## src/design/udmd_pkg.sv

```systemverilog
package udmd_pkg;

	// datapath width of the divisor and the magic multiplier
	localparam int WORD_BITS = 64;
	// width of the shift field and of the step counter
	localparam int SHIFT_W = 6;
	// last step index of the long division and of the shift search
	localparam logic [SHIFT_W-1:0] LAST_STEP = SHIFT_W'(WORD_BITS - 1);

	// sequencer states
	typedef enum logic [1:0] {
		ST_IDLE,
		ST_CHECK,
		ST_DIV,
		ST_SEARCH
	} state_t;

	// one restoring division step between sequencer and divide unit
	typedef struct packed {
		logic [WORD_BITS-1:0] rem;
		logic                 qbit;
	} div_step_t;

endpackage

```

## src/design/udmd_div_unit.sv

```systemverilog
module udmd_div_unit
	import udmd_pkg::*;
(
	input  logic [WORD_BITS-1:0] rem,
	input  logic [WORD_BITS-1:0] dvsr,
	output div_step_t            step
);

	logic [WORD_BITS:0] rem_dbl;
	logic [WORD_BITS:0] rem_sub;
	logic               ge;

	// double the remainder, trial subtract the divisor
	assign rem_dbl = {rem, 1'b0};
	assign rem_sub = rem_dbl - {1'b0, dvsr};
	assign ge      = (rem_dbl >= {1'b0, dvsr});

	// restore when the subtract would go negative
	always_comb begin
		step.qbit = ge;
		if (ge) begin
			step.rem = rem_sub[WORD_BITS-1:0];
		end else begin
			step.rem = rem_dbl[WORD_BITS-1:0];
		end
	end

endmodule

```

## src/design/unsigned_division_magic_derivation.sv

```systemverilog
// channel   signals                                   handshake
// -------   ---------------------------------------   ---------------------------
// command   start, divisor                            taken when start && !busy
// result    done, found, magic, shift_amount,         done pulses one cycle, the
//           increment_form                            fields are valid with it
//
// one divisor is screened in ST_CHECK, then ST_DIV runs the restoring division
// of 2^64 by the divisor, then ST_SEARCH tries shifts from 0 upward, one step each
// every step uses the single shared divide unit; a rejected divisor ends after screening;
// done rises in the same cycle as busy falls
// arst_n clears the sequencer and the done strobe at once
// the receiver cannot stall: each result is shown for exactly one cycle
module unsigned_division_magic_derivation
	import udmd_pkg::*;
(
	input  logic                 clk,
	input  logic                 arst_n,
	input  logic                 start,
	output logic                 busy,
	input  logic [WORD_BITS-1:0] divisor,
	output logic                 done,
	output logic                 found,
	output logic [WORD_BITS-1:0] magic,
	output logic [SHIFT_W-1:0]   shift_amount,
	output logic                 increment_form
);

	state_t               state_q, state_d;
	logic [WORD_BITS-1:0] d_q, d_d;
	logic [WORD_BITS-1:0] rem_q, rem_d;
	logic [WORD_BITS-1:0] quo_q, quo_d;
	logic                 qc_q, qc_d;
	logic [WORD_BITS-1:0] pow_q, pow_d;
	logic [SHIFT_W-1:0]   cnt_q, cnt_d;

	logic                 done_q, done_d;
	logic                 found_q, found_d;
	logic [WORD_BITS-1:0] magic_q, magic_d;
	logic [SHIFT_W-1:0]   shift_q, shift_d;
	logic                 incr_q, incr_d;

	div_step_t            step;
	logic [WORD_BITS:0]   err_bound;
	logic                 fit_hit;
	logic                 incr_hit;
	logic                 reject;
	logic [WORD_BITS-1:0] quo_inc;

	// shared divide step
	udmd_div_unit u_div (
		.rem  (rem_q),
		.dvsr (d_q),
		.step (step)
	);

	// fitting test d - r <= 2^s written as d <= r + 2^s
	assign err_bound = {1'b0, rem_q} + {1'b0, pow_q};
	assign fit_hit   = ({1'b0, d_q} <= err_bound);
	assign incr_hit  = qc_q || (&quo_q);
	assign quo_inc   = quo_q + WORD_BITS'(1);

	// divisors below 3 and powers of two are rejected
	assign reject = (d_q < WORD_BITS'(3)) || ((d_q & (d_q - WORD_BITS'(1))) == '0);

	// sequencer next state and datapath control
	always_comb begin
		state_d = state_q;
		d_d     = d_q;
		rem_d   = rem_q;
		quo_d   = quo_q;
		qc_d    = qc_q;
		pow_d   = pow_q;
		cnt_d   = cnt_q;
		done_d  = 1'b0;
		found_d = found_q;
		magic_d = magic_q;
		shift_d = shift_q;
		incr_d  = incr_q;
		unique case (state_q)
			ST_IDLE: begin
				if (start) begin
					d_d     = divisor;
					rem_d   = WORD_BITS'(1);
					quo_d   = '0;
					qc_d    = 1'b0;
					cnt_d   = '0;
					state_d = ST_CHECK;
				end
			end
			ST_CHECK: begin
				if (reject) begin
					done_d  = 1'b1;
					found_d = 1'b0;
					magic_d = '0;
					shift_d = '0;
					incr_d  = 1'b0;
					state_d = ST_IDLE;
				end else begin
					state_d = ST_DIV;
				end
			end
			ST_DIV: begin
				rem_d = step.rem;
				quo_d = {quo_q[WORD_BITS-2:0], step.qbit};
				cnt_d = cnt_q + SHIFT_W'(1);
				if (cnt_q == LAST_STEP) begin
					pow_d   = WORD_BITS'(1);
					qc_d    = 1'b0;
					state_d = ST_SEARCH;
				end
			end
			ST_SEARCH: begin
				if (incr_hit || fit_hit) begin
					done_d  = 1'b1;
					found_d = 1'b1;
					magic_d = quo_inc;
					shift_d = cnt_q;
					incr_d  = incr_hit;
					state_d = ST_IDLE;
				end else begin
					rem_d = step.rem;
					quo_d = {quo_q[WORD_BITS-2:0], step.qbit};
					qc_d  = quo_q[WORD_BITS-1];
					pow_d = {pow_q[WORD_BITS-2:0], 1'b0};
					cnt_d = cnt_q + SHIFT_W'(1);
					if (cnt_q == LAST_STEP) begin
						done_d  = 1'b1;
						found_d = 1'b0;
						magic_d = '0;
						shift_d = '0;
						incr_d  = 1'b0;
						state_d = ST_IDLE;
					end
				end
			end
			default: begin
				state_d = ST_IDLE;
			end
		endcase
	end

	// control registers
	always_ff @(posedge clk or negedge arst_n) begin
		if (!arst_n) begin
			state_q <= ST_IDLE;
			done_q  <= 1'b0;
		end else begin
			state_q <= state_d;
			done_q  <= done_d;
		end
	end

	// datapath and result registers
	always_ff @(posedge clk) begin
		d_q     <= d_d;
		rem_q   <= rem_d;
		quo_q   <= quo_d;
		qc_q    <= qc_d;
		pow_q   <= pow_d;
		cnt_q   <= cnt_d;
		found_q <= found_d;
		magic_q <= magic_d;
		shift_q <= shift_d;
		incr_q  <= incr_d;
	end

	// port drive
	assign busy           = (state_q != ST_IDLE);
	assign done           = done_q;
	assign found          = found_q;
	assign magic          = magic_q;
	assign shift_amount   = shift_q;
	assign increment_form = incr_q;

`ifndef SYNTHESIS
	// a finished transaction leaves the sequencer idle
	a_done_idle: assert property (@(posedge clk) disable iff (!arst_n)
		done |-> !busy)
		else $error("result strobe while sequencer busy");

	// an accepted command always starts work
	a_start_busy: assert property (@(posedge clk) disable iff (!arst_n)
		(start && !busy) |=> busy)
		else $error("accepted command did not start the sequencer");

	// a result without a magic carries all-zero fields
	a_notfound_zero: assert property (@(posedge clk) disable iff (!arst_n)
		(done && !found) |-> (magic == '0 && shift_amount == '0 && !increment_form))
		else $error("rejected result with non-zero fields");

	// the error bound holds exactly one set bit during the search
	a_pow_onehot: assert property (@(posedge clk) disable iff (!arst_n)
		(state_q == ST_SEARCH) |-> $onehot(pow_q))
		else $error("shift bound lost its single bit");

	// the partial remainder stays below the divisor during the search
	a_rem_below: assert property (@(posedge clk) disable iff (!arst_n)
		(state_q == ST_SEARCH) |-> (rem_q < d_q))
		else $error("remainder not below divisor");
`endif

endmodule
```

## config.mk

```make
export PLATFORM = sky130hd
export DESIGN_NAME = unsigned_division_magic_derivation
export DESIGN_NICKNAME = d
export VERILOG_FILES = /design/src/design/udmd_pkg.sv /design/src/design/udmd_div_unit.sv /design/src/design/unsigned_division_magic_derivation.sv
export SDC_FILE = /design/constraint.sdc
export NUM_CORES = 1
export LEC_CHECK = 0
export BUFFER_PORTS_ARGS = -buffer_cell sky130_fd_sc_hd__buf_4
export CORE_MARGIN = 3
export CORE_UTILIZATION = 39
export CTS_BUF_LIST = sky130_fd_sc_hd__clkbuf_4 sky130_fd_sc_hd__clkbuf_8
export CTS_CLUSTER_DIAMETER = 50
export DETAILED_ROUTE_END_ITERATION = 8
export HOLD_SLACK_MARGIN = 0.06
export PLACE_DENSITY = 0.58
export SLEW_MARGIN = 40
export SYNTH_ARGS = -nofsm -noshare
export SYNTH_HDL_FRONTEND = slang
export SYNTH_HIERARCHICAL = 1
export SYNTH_SLANG_ARGS = --single-unit
```

## constraint.sdc

```tcl
create_clock -name clk -period 30.7 [get_ports clk]
set_input_delay 6.14 -clock clk [delete_from_list [all_inputs] [get_ports clk]]
set_output_delay 6.14 -clock clk [all_outputs]
set_load 0.02 [all_outputs]
```

==> summary.md, run 1 <==
| Metric | Value |
|---|---|
| Run status | `finished, final reports clean` |
| Cts repair resizes | `0` |
| Depth of the worst register-to-register path | `22` |
| Starting density of the core | `0.398` |
| Congestion Overflow GR | `0` |
| Setup slack, reg-to-reg | `23.47 ns` |
| Final layout net count | `between 2000 and 3000` |
| RSZ-0062 raised after global routing | `no` |
| Reg-to-reg startpoint | `rem_q[0]$_SDFFCE_PN1P_` |
| Endpoints failing hold | `0` |
| Instance count along the most critical hold path | `1` |
| Buffers plus inverters on the worst setup path | `1` |
| Number of cells after detailed placement | `between 3000 and 4000` |
| Detailed-route wire length | `~66 mm` |
| Largest net degree at the start of global routing | `123` |
| Number of H-tree levels | `3` |
| Final setup skew | `roughly 0.028 ns` |
| Minimum clock period after layout | `8.16 ns` |
| Async set or reset register ratio after synthesis | `0.00888` |
| Top FF cell, synth | `sky130_fd_sc_hd__edfxtp_1` |
| Detailed-route vias per instance | `~5.7` |
| DIE HEIGHT | `253 µm` |
| Clock-pin transition on the worst setup and hold timing paths | `roughly 0.060 ns` |
| Capture point of the worst reg-to-reg path | `pow_q[41]$_SDFFCE_PN0P_` |
| Number of enable-type register cells in the synthesized netlist | `335` |
| Crit Path Class | `reg -> out` |
| Areal power density over the cells | `around 120 nW/µm²` |
| Root cell of the clock tree | `sky130_fd_sc_hd__clkbuf_8` |
| Critical path data arrival time | `between 2 and 2.5 ns` |
| Setup bufs post-CTS | `0` |
| Standard cell core area | `59600 µm²` |
| Total vias in the final route | `19300` |
| Critical path cell sequence | `or2_2 > buf_4` |
| Launch instance of the worst min-delay path | `pow_q[24]$_SDFFCE_PN0P_` |
| Fraction of layout cells with a size suffix above 1 | `0.113` |
| Port Buffers | `140` |
| Post-layout worst setup margin | `roughly 23 ns` |
| Register area share after synthesis | `0.427` |
| Destination of the worst hold path | `pow_q[25]$_SDFFCE_PN0P_` |
| Area growth from synthesis to layout | `12.9%` |
| Total nets after synthesis | `around 2700` |
| Setup slack after placement | `roughly 23 ns` |
| Synthesized instance count | `2460` |
| Number of hold buffers added after CTS | `0` |
| Final estimated routing congestion in global placement | `0.934` |
| TritonCTS buffer count | `between 60 and 70` |
| Starting DRT DRC Count | `between 1500 and 2000` |
| Worst voltage drop across the vdd grid | `0.0570 mV` |
| Number of antenna violations at the first check in global routing | `2` |
| Overall fraction of global-route tracks in use | `0.204` |
| Max-slew violation total from the final report | `0` |
| Top-level port count | `between 100 and 150` |
| Endpoints failing setup | `0` |
| Synthesized area | `between 20000 and 25000 µm²` |
| CTS tree | `yes` |
| Total of flip-flops plus latches after synthesis | `338` |
| TNS Setup | `0 ns` |
| Critical path endpoint category | `primary output` |
| Peak Freq | `approximately 0.12 GHz` |
| Post-DP HPWL | `between 50 and 60 mm` |
| Vias in the first global route | `18700` |
| Worst-path cell with the longest stage delay | `sky130_fd_sc_hd__dfrtp_4` |
| Die boundary width | `between 200 and 300 µm` |
| Number of synthesis warnings | `6` |
| Largest delay share family, worst path | `flip-flops` |
| Static Leak | `between 10 and 15 nW` |
| Count of antenna-violating nets left after detailed routing | `0` |
| Maximum fanout along the worst path | `85` |
| Kind of start point of the critical path | `flop` |
| Mean instance size in the synthesized netlist | `9.65 µm²` |
| Number of standard cells in the final layout excluding fillers | `3395` |
| Fill cell count | `5612` |
| Number of sinks driven by the clock tree | `approximately 340` |
| Max_slew headroom | `0.406` |
| Wire length of the first global-routing pass | `between 100 and 150 mm` |
| Number of distinct library cell variants in the gate-level netlist after synthesis | `86` |
| Final period util | `0.266` |
| Highest cell delay on the worst timing path | `0.74 ns` |
| Count of unresolved DRC violations after routing | `0` |
| Die ar. | `63800 µm²` |
| Pre-antenna DRT Iters | `8` |
| Skew-Pair Late Insertion Delay | `around 0.65 ns` |
| Worst-margin pin slew | `between 0.8 and 0.9 ns` |
| Maximum buffer depth of the clock tree | `3` |
| Number of placement rows | `89` |
| Endpoint required time on the critical path | `24.56 ns` |
| Worst hold path class | `reg -> reg` |
| Power Total | `3.32 mW` |
| Average wire per cell in the routed design | `roughly 20 µm` |
| Max Cap Viol | `0` |
sequential cells by signal (all words and copies together) (netlist names), named ones only:
signal	flops
rem_q	64
cnt_q	6
pow_q	64
increment_form	1
magic	64
shift_amount	6
done	1
found	1
d_q	64
qc_q	1
state_q	1
quo_q	64
worst register-to-register path: stages (launching register included):
cell,delay [ns]
sky130_fd_sc_hd__edfxtp_1,0.46
sky130_fd_sc_hd__ha_1,0.28
sky130_fd_sc_hd__fa_1,0.42
sky130_fd_sc_hd__a21oi_1,0.21
sky130_fd_sc_hd__o22ai_1,0.13
sky130_fd_sc_hd__nor4b_1,0.57
sky130_fd_sc_hd__nor2_1,0.19
sky130_fd_sc_hd__a31oi_1,0.48
sky130_fd_sc_hd__o21ai_1,0.24
sky130_fd_sc_hd__a211oi_1,0.43
sky130_fd_sc_hd__o41ai_2,0.21
sky130_fd_sc_hd__o2111a_1,0.27
sky130_fd_sc_hd__a211o_1,0.23
sky130_fd_sc_hd__ha_1,0.29
sky130_fd_sc_hd__nand4_1,0.12
sky130_fd_sc_hd__nor2_1,0.24
sky130_fd_sc_hd__nand4_1,0.18
sky130_fd_sc_hd__a311oi_1,0.31
sky130_fd_sc_hd__nor2_1,0.07
sky130_fd_sc_hd__a211oi_1,0.59
sky130_fd_sc_hd__a21bo_2,0.25
sky130_fd_sc_hd__and2_2,0.14
sky130_fd_sc_hd__buf_6,0.50
layout by cell type (no fill, tap or decap), types with 27 or more instances in the layout:
cell	count
sky130_fd_sc_hd__a21o_1	97
sky130_fd_sc_hd__a21oi_1	237
sky130_fd_sc_hd__and2_1	141
sky130_fd_sc_hd__and3_1	86
sky130_fd_sc_hd__buf_4	144
sky130_fd_sc_hd__clkbuf_8	68
sky130_fd_sc_hd__edfxtp_1	335
sky130_fd_sc_hd__ha_1	194
sky130_fd_sc_hd__inv_1	117
sky130_fd_sc_hd__nand2_1	132
sky130_fd_sc_hd__nand3_1	62
sky130_fd_sc_hd__nand4_1	70
sky130_fd_sc_hd__nor2_1	244
sky130_fd_sc_hd__nor3_1	41
sky130_fd_sc_hd__o21ai_0	84
sky130_fd_sc_hd__o21bai_1	27
sky130_fd_sc_hd__xnor2_1	95
sky130_fd_sc_hd__xor2_1	90
Yosys cell counts (4+ instances only):
library cell                count  area share
sky130_fd_sc_hd__edfxtp_1     335        0.42
sky130_fd_sc_hd__nor2_1       246       0.039
sky130_fd_sc_hd__a21oi_1      237       0.050
sky130_fd_sc_hd__ha_1         194        0.10
sky130_fd_sc_hd__and2_1       142       0.037
sky130_fd_sc_hd__nand2_1      132       0.021
sky130_fd_sc_hd__inv_1        117       0.019
sky130_fd_sc_hd__a21o_1        97       0.031
sky130_fd_sc_hd__xnor2_1       95       0.035
sky130_fd_sc_hd__clkbuf_1      92       0.015
sky130_fd_sc_hd__xor2_1        90       0.033
sky130_fd_sc_hd__and3_1        86       0.023
sky130_fd_sc_hd__o21ai_0       84       0.018
sky130_fd_sc_hd__nand4_1       70       0.018
sky130_fd_sc_hd__nand3_1       62       0.013
sky130_fd_sc_hd__nor3_1        41      0.0086
sky130_fd_sc_hd__o21bai_1      27      0.0085
sky130_fd_sc_hd__o21ai_1       22      0.0046
sky130_fd_sc_hd__a31oi_1       18      0.0047
sky130_fd_sc_hd__nor2b_1       18      0.0047
sky130_fd_sc_hd__o21a_1        18      0.0057
sky130_fd_sc_hd__nor4_1        16      0.0042
sky130_fd_sc_hd__a211oi_1      14      0.0044
sky130_fd_sc_hd__or4_1         13      0.0041
sky130_fd_sc_hd__buf_2         12      0.0025
sky130_fd_sc_hd__nand2b_1      11      0.0029
sky130_fd_sc_hd__a2111oi_0     10      0.0037
sky130_fd_sc_hd__and4_1        10      0.0037
sky130_fd_sc_hd__o31ai_1       10      0.0032
sky130_fd_sc_hd__or3_1         10      0.0026
sky130_fd_sc_hd__mux2_4         9      0.0057
sky130_fd_sc_hd__o211ai_1       9      0.0028
sky130_fd_sc_hd__o22ai_1        8      0.0021
sky130_fd_sc_hd__a21boi_0       6      0.0019
sky130_fd_sc_hd__or2_2          6      0.0016
sky130_fd_sc_hd__a211o_1        5      0.0018
sky130_fd_sc_hd__a41oi_1        5      0.0018
sky130_fd_sc_hd__nand3b_1       5      0.0016
sky130_fd_sc_hd__o22a_1         4      0.0015
sky130_fd_sc_hd__o31a_1         4      0.0015
sky130_fd_sc_hd__o32a_1         4      0.0017
sky130_fd_sc_hd__or2_1          4      0.0011
metrics by stage:
| stage | utilization | area [µm²] | hold slack (ns) |
|---|---|---|---|
| floorplan | - | 23700 | 0.562 |
| global placement | 0.426 | 25400 | 0.570 |
| detailed placement | 0.427 | 25400 | 0.578 |
| CTS | 0.449 | 26800 | 0.594 |
| global route | 0.450 | 26800 | 0.607 |
| finish | 0.450 | 26800 | 0.591 |
worst max-delay path by stage:
stage	startpoint	end	slack, ns	cells after the start
final	flop	busy	22.54	2
after global routing	flop	busy	22.42	2
after CTS	flop	busy	22.44	2
after detailed placement	flop	busy	23.17	2
after global placement	start	rem_q[30]$_SDFFCE_PN0P_	23.07	4
after floorplan	start	cnt_q[0]$_SDFFCE_PN0P_	18.26	2
area by class of cell:
cell class / instances / area [µm²] / area share
clock buffer: 85 / 1060 / 0.0397
inverter: 118 / 443 / 0.0165
sequential: 338 / 10100 / 0.379
clock inverter: 34 / 269 / 0.0100
antenna: 2 / 5.00 / 0.000187
tap: 773 / 967 / 0.0361
timing repair buffer: 150 / 1150 / 0.0429
multi-input combinational: 1895 / 12700 / 0.476
cells by family (layout without fill, tap and decap cells):
| group | after synthesis | in the layout | synth area share |
|---|---|---|---|
| adder cells (fa/ha/maj) | 197 | 197 | 0.104 |
| AO/OA/AOI/OAI | 621 | 621 | 0.165 |
| buffers and inverters | 227 | 387 | 0.0378 |
| multiplexers | 11 | 11 | 0.00664 |
| AND/OR/NAND/NOR | 881 | 881 | 0.191 |
| XOR/XNOR | 185 | 185 | 0.0683 |
| flip-flops | 338 | 338 | 0.427 |
| other | 0 | 2 | 0 |
layer usage:
layer / global-route usage / wire length, µm / up-vias
li1: - / - / 9288
met5: 0 / 0 / -
met1: 0.283 / 30200 / 9349
met4: 0.0737 / 1830 / 0
met2: 0.323 / 30100 / 582
met3: 0.0344 / 4360 / 103
power by group:
group	leakage, nW	internal (mW)	switching, mW
logic	6.98	0.777	1.11
clock network	0.691	0.255	0.205
registers	3.28	0.780	0.186
No activity file was read; power rests on OpenSTA's default activity.
==> run 2, diff against run 1 <==
Settings changed: ABC_AREA set to 1.
Clock period 30.7 ns to 7.68 ns, I/O delays scaled along.
==> run 2 against run 1 <==
First-iteration DRC count rose by 9.1%; die area is 18% higher; area after synthesis increased by 19%; sequential share of layout area down 5.9 points; core utilization is 0.13 points lower; routed wire length rose by 34%; largest cell class unchanged; synthesized cell count increased by 63%; highest routed layer is now met5.
==> summary.md, run 2 <==
| Metric | Value |
|---|---|
| Run status | `finished, final reports clean (unchanged)` |
| Number of antenna violations at the first check in global routing | `3 (was 2)` |
| Commonest non-fill, non-tap cell in the layout | `sky130_fd_sc_hd__nand2_1 (was sky130_fd_sc_hd__edfxtp_1)` |
| Critical path data arrival time | `6.82 ns (was 2.02 ns)` |
| Minimum clock period after layout | `between 6 and 7 ns` |
| Cts repair resizes | `0 (unchanged)` |
| TNS Setup | `0 ns (unchanged)` |
| Skew-Pair Late Insertion Delay | `0.67 ns (was 0.65 ns)` |
| TritonCTS buffer count | `68 (was 67)` |
| Top FF cell, synth | `sky130_fd_sc_hd__edfxtp_1 (unchanged)` |
| Setup bufs post-CTS | `0 (unchanged)` |
| Average wire per cell in the routed design | `17.2 µm (was 19.6 µm)` |
| Post-synth top area share | `0.357 (was 0.424)` |
| Standard cell core area | `70800 µm² (was 59600 µm²)` |
| Instance count along the most critical hold path | `2 (was 1)` |
| Worst-margin pin slew | `0.810 ns (was 0.883 ns)` |
| Endpoints failing setup | `0 (unchanged)` |
| Die ar. | `75500 µm² (was 63800 µm²)` |
| Starting DRT DRC Count | `1706 (was 1564)` |
| Maximum fanout along the worst path | `59 (was 85)` |
| Cell type with the largest total area after synthesis | `sky130_fd_sc_hd__edfxtp_1 (unchanged)` |
| Largest net degree at the start of global routing | `80 (was 123)` |
| Fill cell count | `7378 (was 5612)` |
| Final period util | `0.854` |
| Setup slack, reg-to-reg | `1.12 ns (was 23.47 ns)` |
| Overall fraction of global-route tracks in use | `0.236 (was 0.204)` |
| Met2 track demand over resource | `0.381 (was 0.323)` |
| Pre-antenna DRT Iters | `5 (was 8)` |
| Max Cap Viol | `0 (unchanged)` |
| Destination of the worst hold path | `quo_q[31]$_SDFFCE_PN0P_ (was pow_q[25]$_SDFFCE_PN0P_)` |
| Most frequent cell after synthesis | `sky130_fd_sc_hd__nand2_1 (was sky130_fd_sc_hd__edfxtp_1)` |
| Async set or reset register ratio after synthesis | `0.00888 (unchanged)` |
| Worst hold path class | `reg -> reg (unchanged)` |
| Endpoint required time on the critical path | `7.94 ns (was 24.56 ns)` |
| Peak Freq | `between 0.15 and 0.2 GHz` |
| Final layout net count | `4450 (was 2833)` |
| Crit Path Class | `reg -> reg (was reg -> out)` |
| Clock-pin transition on the worst setup and hold timing paths | `0.06 ns (about the same)` |
| DP Area | `30300 µm² (was 25400 µm²)` |
| Depth of the worst register-to-register path | `31 (was 22)` |
| Synthesized instance count | `4015 (was 2460)` |
| Total of flip-flops plus latches after synthesis | `338 (unchanged)` |
| Global routing met3 resource utilization | `0.0316 (was 0.0344)` |
| Most crowded layer after global routing | `met2 (unchanged)` |
| Number of enable-type register cells in the synthesized netlist | `335 (unchanged)` |
| Met1 track demand over resource in global routing | `0.317 (was 0.283)` |
| Leading cell types by total area after synthesis | `sky130_fd_sc_hd__edfxtp_1 (36%), sky130_fd_sc_hd__nand2_1 (16%), sky130_fd_sc_hd__inv_1 (11%), sky130_fd_sc_hd__ha_1 (8.6%), sky130_fd_sc_hd__nor2_1 (6.1%) (was sky130_fd_sc_hd__edfxtp_1 (42%), sky130_fd_sc_hd__ha_1 (10%), sky130_fd_sc_hd__a21oi_1 (5.0%), sky130_fd_sc_hd__nor2_1 (3.9%), sky130_fd_sc_hd__and2_1 (3.7%))` |
| Number of placement rows | `97 (was 89)` |
| Final estimated routing congestion in global placement | `0.978 (was 0.934)` |
| Number of sinks driven by the clock tree | `338 (unchanged)` |
| Wire length of the first global-routing pass | `137 mm (was 103 mm)` |
| Capture point of the worst reg-to-reg path | `rem_q[43]$_SDFFCE_PN0P_ (was pow_q[41]$_SDFFCE_PN0P_)` |
| Endpoints failing hold | `0 (unchanged)` |
| CTS tree | `yes (unchanged)` |
| DIE HEIGHT | `275 µm (was 253 µm)` |
| Top-level port count | `141 (unchanged)` |
| Total nets after synthesis | `4278 (was 2723)` |
| Number of hold buffers added after CTS | `0 (unchanged)` |
| Commonest non-fill, non-tap cells in the layout | `sky130_fd_sc_hd__nand2_1 (1212), sky130_fd_sc_hd__inv_1 (823), sky130_fd_sc_hd__nor2_1 (456), sky130_fd_sc_hd__edfxtp_1 (335), sky130_fd_sc_hd__ha_1 (194) (was sky130_fd_sc_hd__edfxtp_1 (335), sky130_fd_sc_hd__nor2_1 (244), sky130_fd_sc_hd__a21oi_1 (237), sky130_fd_sc_hd__ha_1 (194), sky130_fd_sc_hd__buf_4 (144))` |
| Starting density of the core | `0.398 (about the same)` |
| Final setup skew | `0.0347 ns (was 0.0276 ns)` |
| Die boundary width | `275 µm (was 253 µm)` |
| Detailed-route vias per instance | `4.93 (was 5.69)` |
| Launch instance of the worst min-delay path | `quo_q[30]$_SDFFCE_PN0P_ (was pow_q[24]$_SDFFCE_PN0P_)` |
| Number of H-tree levels | `3 (unchanged)` |
| Reg-to-reg startpoint | `rem_q[0]$_SDFFCE_PN1P_ (unchanged)` |
| Critical path endpoint category | `flop (was primary output)` |
| RSZ-0062 raised after global routing | `no (unchanged)` |
| Total vias in the final route | `25600 (was 19300)` |
| Worst-path cell with the longest stage delay | `sky130_fd_sc_hd__buf_4 (was sky130_fd_sc_hd__dfrtp_4)` |
| Detailed-route wire length | `89.0 mm (was 66.5 mm)` |
| Post-DP HPWL | `73.3 mm (was 50.2 mm)` |
| Count of antenna-violating nets left after detailed routing | `0 (unchanged)` |
| Largest delay share family, worst path | `simple AND/OR/NAND/NOR gates (was flip-flops)` |
| Cell count along the critical path | `31 (was 2)` |
| Kind of start point of the critical path | `flop (unchanged)` |
| Top cells by instance count after synthesis | `sky130_fd_sc_hd__nand2_1 (1214), sky130_fd_sc_hd__inv_1 (823), sky130_fd_sc_hd__nor2_1 (458) (was sky130_fd_sc_hd__edfxtp_1 (335), sky130_fd_sc_hd__nor2_1 (246), sky130_fd_sc_hd__a21oi_1 (237))` |
| Area growth from synthesis to layout | `12.6% (was 12.9%)` |
| Port Buffers | `140 (unchanged)` |
| Number of distinct library cell variants in the gate-level netlist after synthesis | `63 (was 86)` |
| Highest cell delay on the worst timing path | `0.60 ns (was 0.74 ns)` |
| Number of synthesis warnings | `6 (unchanged)` |
| Congestion Overflow GR | `0 (unchanged)` |
| Most frequent cell on the critical path | `sky130_fd_sc_hd__nand2_1` |
| Buffers plus inverters on the worst setup path | `1 (unchanged)` |
| Synthesized area | `28200 µm² (was 23700 µm²)` |
| Vias in the first global route | `24500 (was 18700)` |
| Register area share after synthesis | `0.360 (was 0.427)` |
| Max_slew headroom | `0.455 (was 0.406)` |
| Root cell of the clock tree | `sky130_fd_sc_hd__clkbuf_8 (unchanged)` |
| Max-slew violation total from the final report | `0 (unchanged)` |
| Final design instance area without fill | `31700 µm² (was 26800 µm²)` |
| Maximum buffer depth of the clock tree | `3 (unchanged)` |
| Count of unresolved DRC violations after routing | `0 (unchanged)` |
| Mean instance size in the synthesized netlist | `7.01 µm² (was 9.65 µm²)` |
| Fraction of layout cells with a size suffix above 1 | `0.0882 (was 0.113)` |
[run 2: final cells by class]
cell class	count	area, µm²	area share
multi-input combinational	2792	14700	0.462
sequential	338	10100	0.320
inverter	835	3130	0.0988
tap	940	1180	0.0371
timing repair buffer	152	1160	0.0367
clock buffer	89	1090	0.0345
clock inverter	35	350	0.0110
antenna	1	2.50	0.0000789
[run 2: cell families (layout without fill, tap and decap cells)]
| family | Yosys count | in the layout | synth area share |
|---|---|---|---|
| xor gates and xnor gates | 118 | 118 | 0.0367 |
| buffers and inverters | 885 | 1111 | 0.122 |
| and+or+nand+nor | 2102 | 2102 | 0.319 |
| adders and majority gates | 197 | 197 | 0.0880 |
| other | 0 | 1 | 0 |
| DFF | 338 | 338 | 0.360 |
| AOI/OAI and AO/OA | 375 | 375 | 0.0744 |
[run 2: routing by layer]
metal  wire length [µm]  vias up  part of all wire
li1                   -    13100                 -
met1              41000    11600              0.46
met2              39700      660              0.45
met3               4570      178             0.051
met4               3730        2             0.042
met5                 13        -           0.00015
[run 2: worst max-delay path by stage]
stage                                 from                       to  slack (ns)
finish              rem_q[0]$_SDFFCE_PN1P_  rem_q[43]$_SDFFCE_PN0P_        1.12
global route        rem_q[0]$_SDFFCE_PN1P_  rem_q[43]$_SDFFCE_PN0P_        0.54
CTS                 rem_q[0]$_SDFFCE_PN1P_  rem_q[43]$_SDFFCE_PN0P_        1.08
detailed placement  rem_q[0]$_SDFFCE_PN1P_  rem_q[22]$_SDFFCE_PN0P_        1.10
global placement    rem_q[0]$_SDFFCE_PN1P_  rem_q[22]$_SDFFCE_PN0P_        1.19
floorplan           rem_q[0]$_SDFFCE_PN1P_   pow_q[0]$_SDFFCE_PN1P_        0.98
[run 2: per-stage QoR]
step | std cells | hold slack (ns) | setup WS [ns] | utilization
floorplan | 4015 | 0.498 | 0.983 | -
global placement | 5056 | 0.526 | 1.19 | 0.427
detailed placement | 5057 | 0.521 | 1.10 | 0.428
CTS | 5181 | 0.537 | 1.08 | 0.448
global route | 5182 | 0.576 | 0.538 | 0.448
finish | 5182 | 0.534 | 1.12 | 0.448
[run 2: worst register-to-register path: cells and delay by family (launching register included)]
kind            cells  cell delay (ns)
compound gates      7             1.84
xor+xnor            1             0.17
fa+ha+maj           3             0.97
buf+inv             1             0.60
flops               1             0.43
simple gates       19             2.08
Power of run 2 is left out: the tool's default activity adds up to more than one toggle a clock period on the data nets, which glitch-free logic cannot reach.
